## src/sv/mp2_pkg.sv

```systemverilog
package mp2_pkg;

    localparam int EXP_BITS = 31;
    localparam int DATA_W   = 64;
    localparam int HALF_W   = DATA_W / 2;
    localparam int LANES    = 8;

    localparam logic [DATA_W-1:0] ENTRY_ZERO = '0;
    localparam logic [DATA_W-1:0] ENTRY_ONE  = DATA_W'(1);

    typedef struct packed {
        logic [DATA_W-1:0] a;
        logic [DATA_W-1:0] b;
        logic [DATA_W-1:0] c;
        logic [DATA_W-1:0] d;
    } t_mat;

    typedef enum logic {
        OP_MUL,
        OP_SQR
    } t_op;

    typedef enum logic [2:0] {
        S_IDLE,
        S_MUL,
        S_SQR,
        S_WAIT1,
        S_WAIT2,
        S_FINISH
    } t_state;

    typedef struct packed {
        logic load;
        logic issue;
        t_op  op;
        logic load_out;
    } t_dp_cmd;

    typedef struct packed {
        logic out_full;
    } t_dp_sts;

endpackage

```

## src/sv/mp2_ctrl.sv

```systemverilog
module mp2_ctrl (
    input  logic                          i_clk,
    input  logic                          i_rst_n,
    input  logic                          i_in_valid,
    output logic                          o_in_ready,
    input  logic [mp2_pkg::EXP_BITS-1:0]  i_exponent,
    input  logic                          i_out_ready,
    input  mp2_pkg::t_dp_sts              i_sts,
    output mp2_pkg::t_dp_cmd              o_cmd
);

    mp2_pkg::t_state r_state;
    mp2_pkg::t_state n_state;
    logic [mp2_pkg::EXP_BITS-1:0] r_exp;
    logic [mp2_pkg::EXP_BITS-1:0] n_exp;
    logic exp_rest;
    logic out_free;
    logic in_fire;

    assign exp_rest = (r_exp >> 1) != '0;
    assign out_free = !i_sts.out_full || i_out_ready;
    assign in_fire  = i_in_valid && (r_state == mp2_pkg::S_IDLE);

    always_ff @(posedge i_clk) begin
        if (!i_rst_n) begin
            r_state <= mp2_pkg::S_IDLE;
        end else begin
            r_state <= n_state;
        end
    end

    always_ff @(posedge i_clk) begin
        r_exp <= n_exp;
    end

    always_comb begin
        n_exp = r_exp;
        if (in_fire) begin
            n_exp = i_exponent;
        end else if (r_state == mp2_pkg::S_SQR) begin
            n_exp = r_exp >> 1;
        end
    end

    always_comb begin
        n_state = r_state;
        unique case (r_state)
            mp2_pkg::S_IDLE: begin
                if (i_in_valid) begin
                    n_state = mp2_pkg::S_MUL;
                end
            end
            mp2_pkg::S_MUL: begin
                if (r_exp == '0) begin
                    n_state = mp2_pkg::S_FINISH;
                end else begin
                    n_state = mp2_pkg::S_SQR;
                end
            end
            mp2_pkg::S_SQR:   n_state = mp2_pkg::S_WAIT1;
            mp2_pkg::S_WAIT1: n_state = mp2_pkg::S_WAIT2;
            mp2_pkg::S_WAIT2: n_state = mp2_pkg::S_MUL;
            mp2_pkg::S_FINISH: begin
                if (out_free) begin
                    n_state = mp2_pkg::S_IDLE;
                end
            end
            default: n_state = mp2_pkg::S_IDLE;
        endcase
    end

    always_comb begin
        o_in_ready     = 1'b0;
        o_cmd.load     = 1'b0;
        o_cmd.issue    = 1'b0;
        o_cmd.op       = mp2_pkg::OP_MUL;
        o_cmd.load_out = 1'b0;
        unique case (r_state)
            mp2_pkg::S_IDLE: begin
                o_in_ready = 1'b1;
                o_cmd.load = i_in_valid;
            end
            mp2_pkg::S_MUL: begin
                o_cmd.issue = r_exp[0];
            end
            mp2_pkg::S_SQR: begin
                o_cmd.issue = exp_rest;
                o_cmd.op    = mp2_pkg::OP_SQR;
            end
            mp2_pkg::S_WAIT1, mp2_pkg::S_WAIT2: begin
            end
            mp2_pkg::S_FINISH: begin
                o_cmd.load_out = out_free;
            end
            default: begin
            end
        endcase
    end

endmodule

```

## config.mk

```make
export PLATFORM = sky130hd
export DESIGN_NAME = mp2_ctrl
export DESIGN_NICKNAME = d
export VERILOG_FILES = /design/src/sv/mp2_pkg.sv /design/src/sv/mp2_ctrl.sv
export SDC_FILE = /design/constraint.sdc
export NUM_CORES = 1
export LEC_CHECK = 0
export BUFFER_PORTS_ARGS = -buffer_cell sky130_fd_sc_hd__buf_2
export CAP_MARGIN = 20
export CORE_MARGIN = 2
export CORE_UTILIZATION = 40
export CTS_CLUSTER_DIAMETER = 200
export DETAILED_ROUTE_END_ITERATION = 8
export GPL_TIMING_DRIVEN = 0
export SLEW_MARGIN = 20
export SYNTH_ARGS = -nofsm -noshare
export SYNTH_HDL_FRONTEND = slang
export SYNTH_SLANG_ARGS = --single-unit
```

## constraint.sdc

```tcl
create_clock -name i_clk -period 2.3 [get_ports i_clk]
set_clock_uncertainty 0.2 [all_clocks]
set_input_delay 0.46 -clock i_clk [delete_from_list [all_inputs] [get_ports i_clk]]
set_output_delay 0.46 -clock i_clk [all_outputs]
set_load 0.01 [all_outputs]
```

Yosys cells after proc, flatten, opt, wreduce, memory -nomap -nowiden
Index checks and enable logic that the tools add are counted.
- $add $sub $neg: 0
- multipliers: 0
- div/mod/pow operators: 0
- $lt $le $gt $ge: 0
- eq/ne operators: 7
- shift-type cells: 0
- mux-type cells: 11
- bitwise gates (word level): 0
- reduce and logical (&&, ||, !) cells: 8
- operators by type and width (cell ; number):
    $mux 31 ; 2
    $logic_not 31->1 ; 1
    $reduce_bool 31->1 ; 1
    $pmux 3 s6 ; 1
    $mux 3 ; 3
    $eq 3x2->1 const B ; 2
    $eq 3x3->1 const B ; 2
    $mux 1 ; 4
    $ne 2x2->1 const B ; 2
    $eq 3x1->1 const B ; 1
    $logic_not 3->1 ; 1
    $pmux 1 s2 ; 1
    $reduce_and 2->1 ; 1
    $reduce_bool 2->1 ; 1
    $logic_and 1x1->1 ; 1
    $logic_not 1->1 ; 1
    $logic_or 1x1->1 ; 1
- register bits after elaboration: 34
- bits in latches: 0
- bits in writable memories: 0
- bits in read-only memories: 0
- input port bits: 36
- output and inout bits: 5
- logic and storage cells: 28
- memories kept: 0

Logic depth before layout (Yosys ltp)
Gate-level depths: netlist of the first run.
- word-level depth: 4
- depth in mapped cells: 6
- depth with buffers taken out: 4

Worst setup path after synthesis of the first run
No wires, ideal clock.
- kind: register to register
- from: register r_state[0]
- to: register r_exp[0] (netlist name) (enable)
- arrival time: 1.887 ns
- slack: -0.179 ns
- cell stages (with the launch flop): 7
- cells stage by stage: dfxtp_1 -> buf_6 -> nor3_4 -> and2_4 -> buf_12 -> buf_12 -> nand2b_1
- cells in the longest elaborated chain, start to end: 3
- RTL lines (item ; RTL line ; source):
    start: declaration ; mp2_ctrl.sv:12 ; mp2_pkg::t_state r_state;
    start signal: assignment ; mp2_ctrl.sv:26 ; r_state <= mp2_pkg::S_IDLE;
    start signal: assignment ; mp2_ctrl.sv:28 ; r_state <= n_state;
    $logic_not 3->1 ; mp2_ctrl.sv:22 ; assign in_fire = i_in_valid && (r_state == mp2_pkg::S_IDLE);
    $logic_and 1x1->1 ; mp2_ctrl.sv:22 ;
    net in_fire ; mp2_ctrl.sv:18 ; logic in_fire;
    $reduce_bool 2->1 (no source line) ; -- ;
    end signal: assignment ; mp2_ctrl.sv:33 ; r_exp <= n_exp;
    end: declaration ; mp2_ctrl.sv:14 ; logic [mp2_pkg::EXP_BITS-1:0] r_exp;
The timed path passes the listed nets, and every way through them passes these cells.
A chain may end at the register's enable or synchronous reset.

==> summary.md, run 1 <==
| Metric | Value |
|---|---|
| CTS Sinks | 34 |
| Critical Path RT | between 1.5 and 2 ns |
| N_diodes | 0 |
| Synth area leaders | edfxtp_1 52%, mux2_4 23%, buf_12 4.5% |
| Die area | 5047 µm² |
| Core region area | approximately 4400 µm² |
| Failing checks | setup timing |
| Post-layout min period | 2.304 ns |
| FFs w/ async S/R, synth | 0% |
| Metal3 WL | between 150 and 200 µm |
| Crit path max fanout | 2 |
| Share of cells above drive strength 1 | 59.39% |
| Post-DP HPWL | between 2000 and 2500 µm |
| Clock Tree Buf Depth | 2 |
| GPL Wtd Cong | 0.9130 |
| Setup TNS | -0.004016 ns |
| Max Used Layer | met4 |
| P_leak | a little over 0.0009 µW |
| Max Cap Viol | 0 |
| Status | finished with violations |
| Port-buffer cells | 40 |
| Total gr overflow | 0 |
| Max VDD drop | 0.3518 mV |
| Most common cell in the netlist | edfxtp_1 |
| Post-Synthesis Cells | between 100 and 150 |
| Arrival time worst endpoint | 1.64 ns |
| Final setup fails | 1 |
| Vias in the first global route | ~1.2k |
| DR WL/cell | 15.63 µm |
| DRC errors left | 0 |
| CTS tree | done |
| Pre-CTS setup slack | 0.01084 ns |
| Via count | approximately 1.1k |
| Most instantiated cells after synthesis | 31 x edfxtp_1, 28 x mux2_4, 7 x nand2_1, 7 x nor4_1 |
| Worst min path class | in -> reg |
| Cell Count, Final, Fillers Out | 217 |
| Library cells used by synthesis | 28 |
| Area grow syn2layout | 23.94% |
| Post-route ant nets | 0 |
| H-tree depth | 2 |
| Fin worst setup slack | -0.004016 ns |
| CTS Hold Bufs | 0 |
| Synthesized area | 1798 µm² |
| CP endpoint kind | primary output |
| GRT Total Usage | ~14% |
| Pre-antenna DRT Iters | 3 |
| Synthesized area per cell | 15.77 µm² |
| Reg2Reg Depth | 6 |
| Pwr/cell area | ~950 nW/µm² |
| EDFF count, synth | 31 |
| Met2 WL | roughly 1600 µm |
| Post-synthesis sequential area ratio | a little under three fifths |
| Leading area contributor after synthesis | edfxtp_1 |
| Critical Path Source Type | flop |
| Initial antenna violation count | 0 |
| Synth Net Count | 150 |
| Metal-1 WL | 1575 µm |
| Initial core utilization | 41.29% |
| Synth Flop Type | edfxtp_1 |
| Synthesis warning total | 0 |
| I/O pins | 41 |
| Min-Delay Path Depth | 3 |
| Die Span Y | 71.05 µm |
| Row cnt | 24 |
| Final period utilization | 100.2% |
| Fmax | 434.0 MHz |
| Routed wire length | 3391 µm |
| Die width | between 70 and 80 µm |
| Setup CP Type | reg -> out |
| DRT iter0 DRCs | 65 |
| Cts bufs inserted | 5 |
| Top-area cell type share of the netlist area | 51.77% |
| Final Max Tran Viols | 0 |
| Nets | 200 |
| RSZ-0062 raised after global routing | true |
| Worst-path clk slew | around 0.060 ns |
| DR vias/cell | 5.106 |
| Largest net degree at the start of global routing | 32 |
| Worst-Margin Slew | 0.4281 ns |
| Skew-Pair Late Insertion Delay | 0.29 ns |
| Register bit count reported by yosys | 34 |
| Fin. Hold Viols | 0 |
| Max-slew headroom | between 70% and 80% |
| First-pass GRT wire length | 5333 µm |
| Root Buffer | clkbuf_8 |
| Placed cell count | 206 |
-- power by group --
part	total, µW	switching, µW	internal, µW
Clock	421	213	208
Sequential	1050	123	924
Combinational	645	254	390
Total	2110	590	1520
-- cells in the final DEF, fill, tap and decap left out, types with 2 or more instances in the layout --
master | netlist | routed
nor3_1 | 4 | 4
mux2_2 | 2 | 2
o21ai_0 | 2 | 2
dfxtp_1 | 3 | 3
buf_4 | 2 | 5
inv_1 | 2 | 2
nor4_2 | 0 | 5
buf_12 | 4 | 4
buf_2 | 0 | 40
nand2_1 | 7 | 7
clkbuf_1 | 1 | 2
a21oi_1 | 2 | 2
nand4_1 | 2 | 2
clkbuf_8 | 0 | 5
mux2_4 | 28 | 28
edfxtp_1 | 31 | 31
nand3b_1 | 3 | 3
-- state kept, by name, summed over array words and instances (netlist names) --
register and flops:
r_exp 31, r_state 3
-- per-layer routing --
metal | GRT usage, % | vias to the layer above
li1 | - | 543
met3 | 3.846 | 9
met1 | 17.13 | 523
met4 | 6.080 | 0
met2 | 23.05 | 33
met5 | 0 | -
-- worst paths after layout --
path                                  from         end  slack [ns]
worst max-delay path             r_exp[10]    o_cmd[2]      -0.004
worst min-delay path               i_rst_n  r_state[1]        0.26
worst max register to register  r_state[0]   r_exp[10]        0.28
worst min register to register    r_exp[6]    r_exp[5]        0.40
-- what timing repair did --
action / CTS / global route
resized for setup: 7 / 3
cloned: 0 / 0
setup endpoints to repair: 22 / 1
buffers inserted: 3 / 0
pin swaps: 4 / 1
-- worst max-delay path: stages, from the launching register on --
cell	delay, ns
edfxtp_1	0.43
nor4_4	0.31
nand4_1	0.19
nor2_2	0.18
o32ai_1	0.09
buf_2	0.15
-- stage by stage --
stage	cell area (µm²)	util [%]	hold WS, ns	total power (µW)
2_1_floorplan	1800	-	0.3533	1493
3_3_place_gp	2066	47.44	0.3642	1624
3_5_place_dp	2066	47.44	0.3675	1649
4_1_cts	2208	50.72	0.2582	2115
5_1_grt	2228	51.18	0.2719	2206
6_report	2228	51.18	0.2599	2112
-- layout make-up --
type | count | area (µm²)
buffer | 8 | 110.1
clock buffer | 6 | 72.57
clock inverter | 2 | 8.758
fill | 359 | 2126
inverter | 2 | 7.507
multi-input combinational | 70 | 750.7
sequential | 34 | 991.0
tap | 52 | 65.06
timing repair buffer | 43 | 222.7
-- logic make-up (layout without fill, tap and decap cells) --
kind of cell	after synthesis	count (layout)	share of synthesized area [%]
AO/OA/AOI/OAI	8	8	3.132
multiplexers	30	30	24.63
AND/OR/NAND/NOR	32	32	10.58
flip-flops	34	34	55.11
buffers and inverters	10	61	6.541
Power figures use the tool's default switching activity.
==> run 2, diff against run 1 <==
Settings changed: CORE_MARGIN 2 to 10, PLACE_DENSITY set to 0.63.
==> run 2 against run 1 <==
Compared with the run above: the flow still finishes with violations (setup timing); fmax grew 0.12%; power grew 6.3%; design area increased by 1.8%; via count up 1.7%; setup slack improved by 0.0028 ns; sequential cell count unchanged; clock power grew 29%; largest cell class unchanged.
==> summary.md, run 2 (synthesis results as in run 1) <==
| Metric | Value |
|---|---|
| CTS Hold Bufs | 0 |
| Fin. Hold Viols | 0 |
| Skew-Pair Late Insertion Delay | 0.29 ns |
| Largest net degree at the start of global routing | 32 |
| Placed cell count | 206 |
| Core region area | 4354 µm² |
| Root Buffer | clkbuf_8 |
| Final Max Tran Viols | 0 |
| DR vias/cell | 5.146 |
| Initial antenna violation count | 0 |
| Total gr overflow | 0 |
| Setup CP Type | reg -> out |
| Critical Path Source Type | flop |
| N_diodes | 0 |
| DR WL/cell | 17.19 µm |
| Vias in the first global route | 1,206 |
| Hold path startpoint | i_rst_n |
| Largest regs | r_exp (31), r_state (3) |
| Cell Count, Final, Fillers Out | 219 |
| H-tree depth | 2 |
| Crit path from | r_exp[13] |
| CP endpoint kind | primary output |
| Failing checks | setup timing |
| Largest reg by FF count | r_exp |
| Post-layout min period | 2.301 ns |
| Area grow syn2layout | 26.17% |
| Fin worst setup slack | -0.001188 ns |
| Worst path max stage delay | approximately 0.43 ns |
| Max Cap Viol | 0 |
| Die width | 87.05 µm |
| Final setup fails | 1 |
| Share of cells above drive strength 1 | roughly 60% |
| Via count | 1,127 |
| Worst-Margin Slew | 0.4199 ns |
| DRC errors left | 0 |
| RSZ-0062 raised after global routing | true |
| Filler cell count in the final layout | 365 |
| Die Span Y | 87.05 µm |
| I/O pins | 41 |
| Final period utilization | 100.1% |
| Fmax | 434.6 MHz |
| Worst-path clk slew | 0.07 ns |
| Cts bufs inserted | 5 |
| P_leak | 0.0009276 µW |
| Nets | 202 |
| Initial core utilization | between 40% and 50% |
| First-pass GRT wire length | just under 6000 µm |
| Commonest non-fill, non-tap cell in the layout | buf_2 |
| CTS tree | done |
| Die area | 7577 µm² |
| Reg2reg start | r_state[1] |
| Crit path cell chain | nor4_4 > nand4_1 > nor2_2 > o32ai_2 > buf_2 |
| DRT iter0 DRCs | 64 |
| Max-slew headroom | between 70% and 80% |
| Post-route ant nets | 0 |
| Port-buffer cells | 40 |
| CTS Sinks | 34 |
| Arrival time worst endpoint | 1.64 ns |
| Max VDD drop | 0.5009 mV |
| Routed wire length | 3764 µm |
| GPL Wtd Cong | 0.7888 |
| Critical Path RT | 1.64 ns |
| Slowest stage cell on the critical path | edfxtp_1 |
| Row cnt | 24 |
| Reg2Reg Setup Slack | about 0.33 ns |
| Post-DP HPWL | 2675 µm |
| Max FFs per register | 31 |
| Fin util | 52.10% |
| Pwr/cell area | slightly below 1000 nW/µm² |
| Crit path max fanout | 2 |
| Status | finished with violations |
| Clock Tree Buf Depth | 2 |
| Worst min path class | in -> reg |
| Most frequent cells in the layout | 40 x buf_2, 31 x edfxtp_1, 28 x mux2_4 |
| Pre-antenna DRT Iters | 4 |
| GRT Total Usage | 10.03% |
==> run 2: worst paths after layout <==
path | end | cells past startpoint
worst max-delay path | o_cmd[2] | 5
worst min-delay path | r_state[1] | 3
worst max register to register | r_exp[1] | 5
worst min register to register | r_exp[6] | 1
==> run 2: power breakdown <==
part           total [µW]  leakage, µW  internal (µW)  switching, µW
Clock                 544    0.0000524            324            220
Combinational         651     0.000552            392            259
Sequential           1050     0.000323            924            126
Total                2250     0.000928           1640            605
==> run 2: cell type report <==
| class | count | area (µm²) | area share [%] |
|---|---|---|---|
| Sequential cell | 34 | 991.0 | 43.68 |
| Timing Repair Buffer | 46 | 245.2 | 10.81 |
| Buffer | 7 | 91.34 | 4.026 |
| Clock inverter | 1 | 30.03 | 1.324 |
| Multi-Input combinational cell | 70 | 762.0 | 33.59 |
| Inverter | 2 | 7.507 | 0.3309 |
| Clock buffer | 7 | 76.32 | 3.365 |
| Tap cell | 52 | 65.06 | 2.868 |
==> run 2: through the flow <==
step	power, µW	instance area, µm²	setup TNS (ns)	hold slack, ns	setup slack, ns
after floorplan	1493	1800	0	0.3533	0.1715
after global placement	1621	2066	0	0.3634	0.05229
after detailed placement	1651	2066	-0.6318	0.3699	-0.02155
after CTS	2222	2206	-0.03555	0.2465	-0.03555
after global routing	2366	2268	-0.1075	0.2544	-0.1075
final	2245	2268	-0.001188	0.2584	-0.001188
==> run 2: timing repair <==
action                     in CTS  in global routing
gates cloned                    0                  0
resized for setup               5                  8
pin swaps                       1                  9
setup endpoints to repair      32                  2
setup buffers                   1                  5
==> run 2: per-layer routing <==
layer	global-route usage [%]	vias up	wire [µm]
met3	4.963	2	280
li1	-	546	-
met1	13.23	539	1716
met5	0	-	0
met4	3.535	0	8
met2	13.72	40	1759
==> run 2: critical path, delay by kind of cell (launching register included) <==
family,cells,cell delay (ns)
compound gates,1,0.08
simple gates,3,0.69
flops,1,0.43
buf+inv,1,0.15
==> run 3, diff against run 2 <==
Settings changed: MAX_ROUTING_LAYER set to met4, RECOVER_POWER set to 100.
==> run 3 against run 2 <==
Compared with the run above: the run still ends with setup timing left; wire length up 0.11%; clock power about the same; first-iteration DRC count up 7.8%; largest power group unchanged.
==> summary.md, run 3 (synthesis results as in run 1) <==
| Metric | Value |
|---|---|
| Status | finished with violations |
| Failing checks | setup timing |
| Fmax | 433.2 MHz |
| Pwr/cell area | approximately 1000 nW/µm² |
| Clock network power share | around a quarter |
| Final period utilization | 100.4% |
| Min-Delay Path Depth | 3 |
| Max Cap Viol | 0 |
| Root Buffer | clkbuf_8 |
| Post-layout min period | 2.308 ns |
| Commonest non-fill, non-tap cell in the layout | buf_2 |
| Die width | between 80 and 90 µm |
| DR WL/cell | roughly 17 µm |
| Worst-Margin Slew | 0.4173 ns |
| Initial core utilization | 41.29% |
| Area of the multi-input gates | 762.0 µm² |
| CTS Hold Bufs | 0 |
| Max VDD drop | 0.5009 mV |
| Clock Tree Buf Depth | 2 |
| Area grow syn2layout | 26.17% |
| Max FFs per register | 31 |
| Fin worst setup slack | -0.008154 ns |
| Fin. Hold Viols | 0 |
| Routed wire length | 3768 µm |
| N_diodes | 0 |
| Final setup fails | 1 |
| DRT iter0 DRCs | 69 |
| Final Max Tran Viols | 0 |
| Worst-path clk slew | 0.07 ns |
| Psw | 605.6 µW |
| Total gr overflow | 0 |
| Crit path max fanout | 2 |
| DRC errors left | 0 |
| DR vias/cell | between 5 and 6 |
| Reg2reg end | r_exp[1] |
| Max-slew headroom | 72.17% |
| Initial antenna violation count | 0 |
| First-pass GRT wire length | 5940 µm |
| Reg power frac | 46.8% |
| Final hold slack | 0.2614 ns |
| Switching Fraction | 26.96% |
| Largest net degree at the start of global routing | 32 |
| Post-DP HPWL | 2675 µm |
| Core region area | between 4000 and 5000 µm² |
| I/O pins | 41 |
| Reg2reg start | r_state[1] |
| Reg2Reg Depth | 5 |
| Via count | approximately 1.1k |
| Largest regs | r_exp (31), r_state (3) |
| Placed cell count | 206 |
| Pre-antenna DRT Iters | 4 |
| Nets | about 200 |
| Setup CP Type | reg -> out |
| Die Span Y | roughly 87 µm |
| RSZ-0062 raised after global routing | true |
| Critical Path RT | 1.64 ns |
| Largest reg by FF count | r_exp |
| Port-buffer cells | 40 |
| Post-route ant nets | 0 |
| Int Power | ~1600 µW |
| Cts bufs inserted | 5 |
| Worst min path class | in -> reg |
| Filler cell count in the final layout | 365 |
| H-tree depth | 2 |
| CTS tree | done |
| Hold path startpoint | i_rst_n |
| Critical Path Source Type | flop |
| GRT Total Usage | 10.31% |
| Pre-CTS setup slack | -0.02155 ns |
| Comb power frac | 29.0% |
| Die area | 7577 µm² |
| GPL Wtd Cong | 0.7998 |
| Hold Path Sink | r_state[1] |
| Storage cell area | 991.0 µm² |
| Share of cells above drive strength 1 | between 60% and 70% |
| Arrival time worst endpoint | between 1.5 and 2 ns |
| Vias in the first global route | 1,207 |
| Row cnt | 24 |
| Cell Count, Final, Fillers Out | between 200 and 250 |
| Skew-Pair Late Insertion Delay | 0.29 ns |
| Total power | 2246 µW |
| CTS Sinks | 34 |
| Reg2Reg Setup Slack | 0.34 ns |
| CP endpoint kind | primary output |
| P_leak | 0.0009276 µW |
| Most frequent cells in the layout | 40 x buf_2, 31 x edfxtp_1, 28 x mux2_4 |
==> run 3: metal layers <==
metal,up-vias,track usage [%],routed length (µm)
li1,546,-,-
met1,531,13.96,1826
met2,42,13.72,1702
met3,6,3.745,198
met4,0,3.535,41
met5,-,-,0
==> run 3: worst max-delay path by stage <==
stage / end / cells after the start / startpoint
2_1_floorplan: r_exp[0] / 6 / r_state[0]
3_3_place_gp: r_exp[3] / 6 / r_state[0]
3_5_place_dp: r_exp[4] / 6 / r_state[0]
4_1_cts: o_cmd[2] / 5 / r_exp[20]
5_1_grt: o_cmd[2] / 5 / r_exp[4]
6_report: o_cmd[2] / 5 / r_exp[13]
==> run 3: stage by stage <==
stage | setup TNS, ns | cell area [µm²] | utilization [%]
finish | -0.008154 | 2268 | 52.10
global route | -0.1075 | 2268 | 52.10
CTS | -0.03555 | 2206 | 50.66
detailed placement | -0.6318 | 2066 | 47.44
global placement | 0 | 2066 | 47.44
floorplan | 0 | 1800 | -
==> run 3: critical path: stages, from the launching register on <==
cell and delay [ns]:
edfxtp_1 0.43, nor4_4 0.31, nand4_1 0.18, nor2_2 0.20, o32ai_2 0.09, buf_2 0.15
==> run 3: repair_timing <==
item	4_1_cts	5_1_grt
pin swaps	1	9
endpoints found under the hold margin	0	0
setup endpoints to repair	32	2
setup buffers	1	5
resized for setup	5	8
==> run 3: area by class of cell <==
type | count | area share (%)
multi-input cells | 70 | 33.59
inverters | 2 | 0.3309
well taps | 52 | 2.868
flip-flops and latches | 34 | 43.68
clock buffers | 7 | 3.365
repair buffers | 46 | 10.81
plain buffers | 7 | 4.026
clock inverters | 1 | 1.324
==> run 3: power by group through the flow <==
stage,combinational (µW),sequential (µW),clock [µW]
after floorplan,503,991,0
after global placement,599,1020,0
after detailed placement,620,1030,0
after CTS,633,1030,562
after global routing,699,1070,593
final,651,1050,545
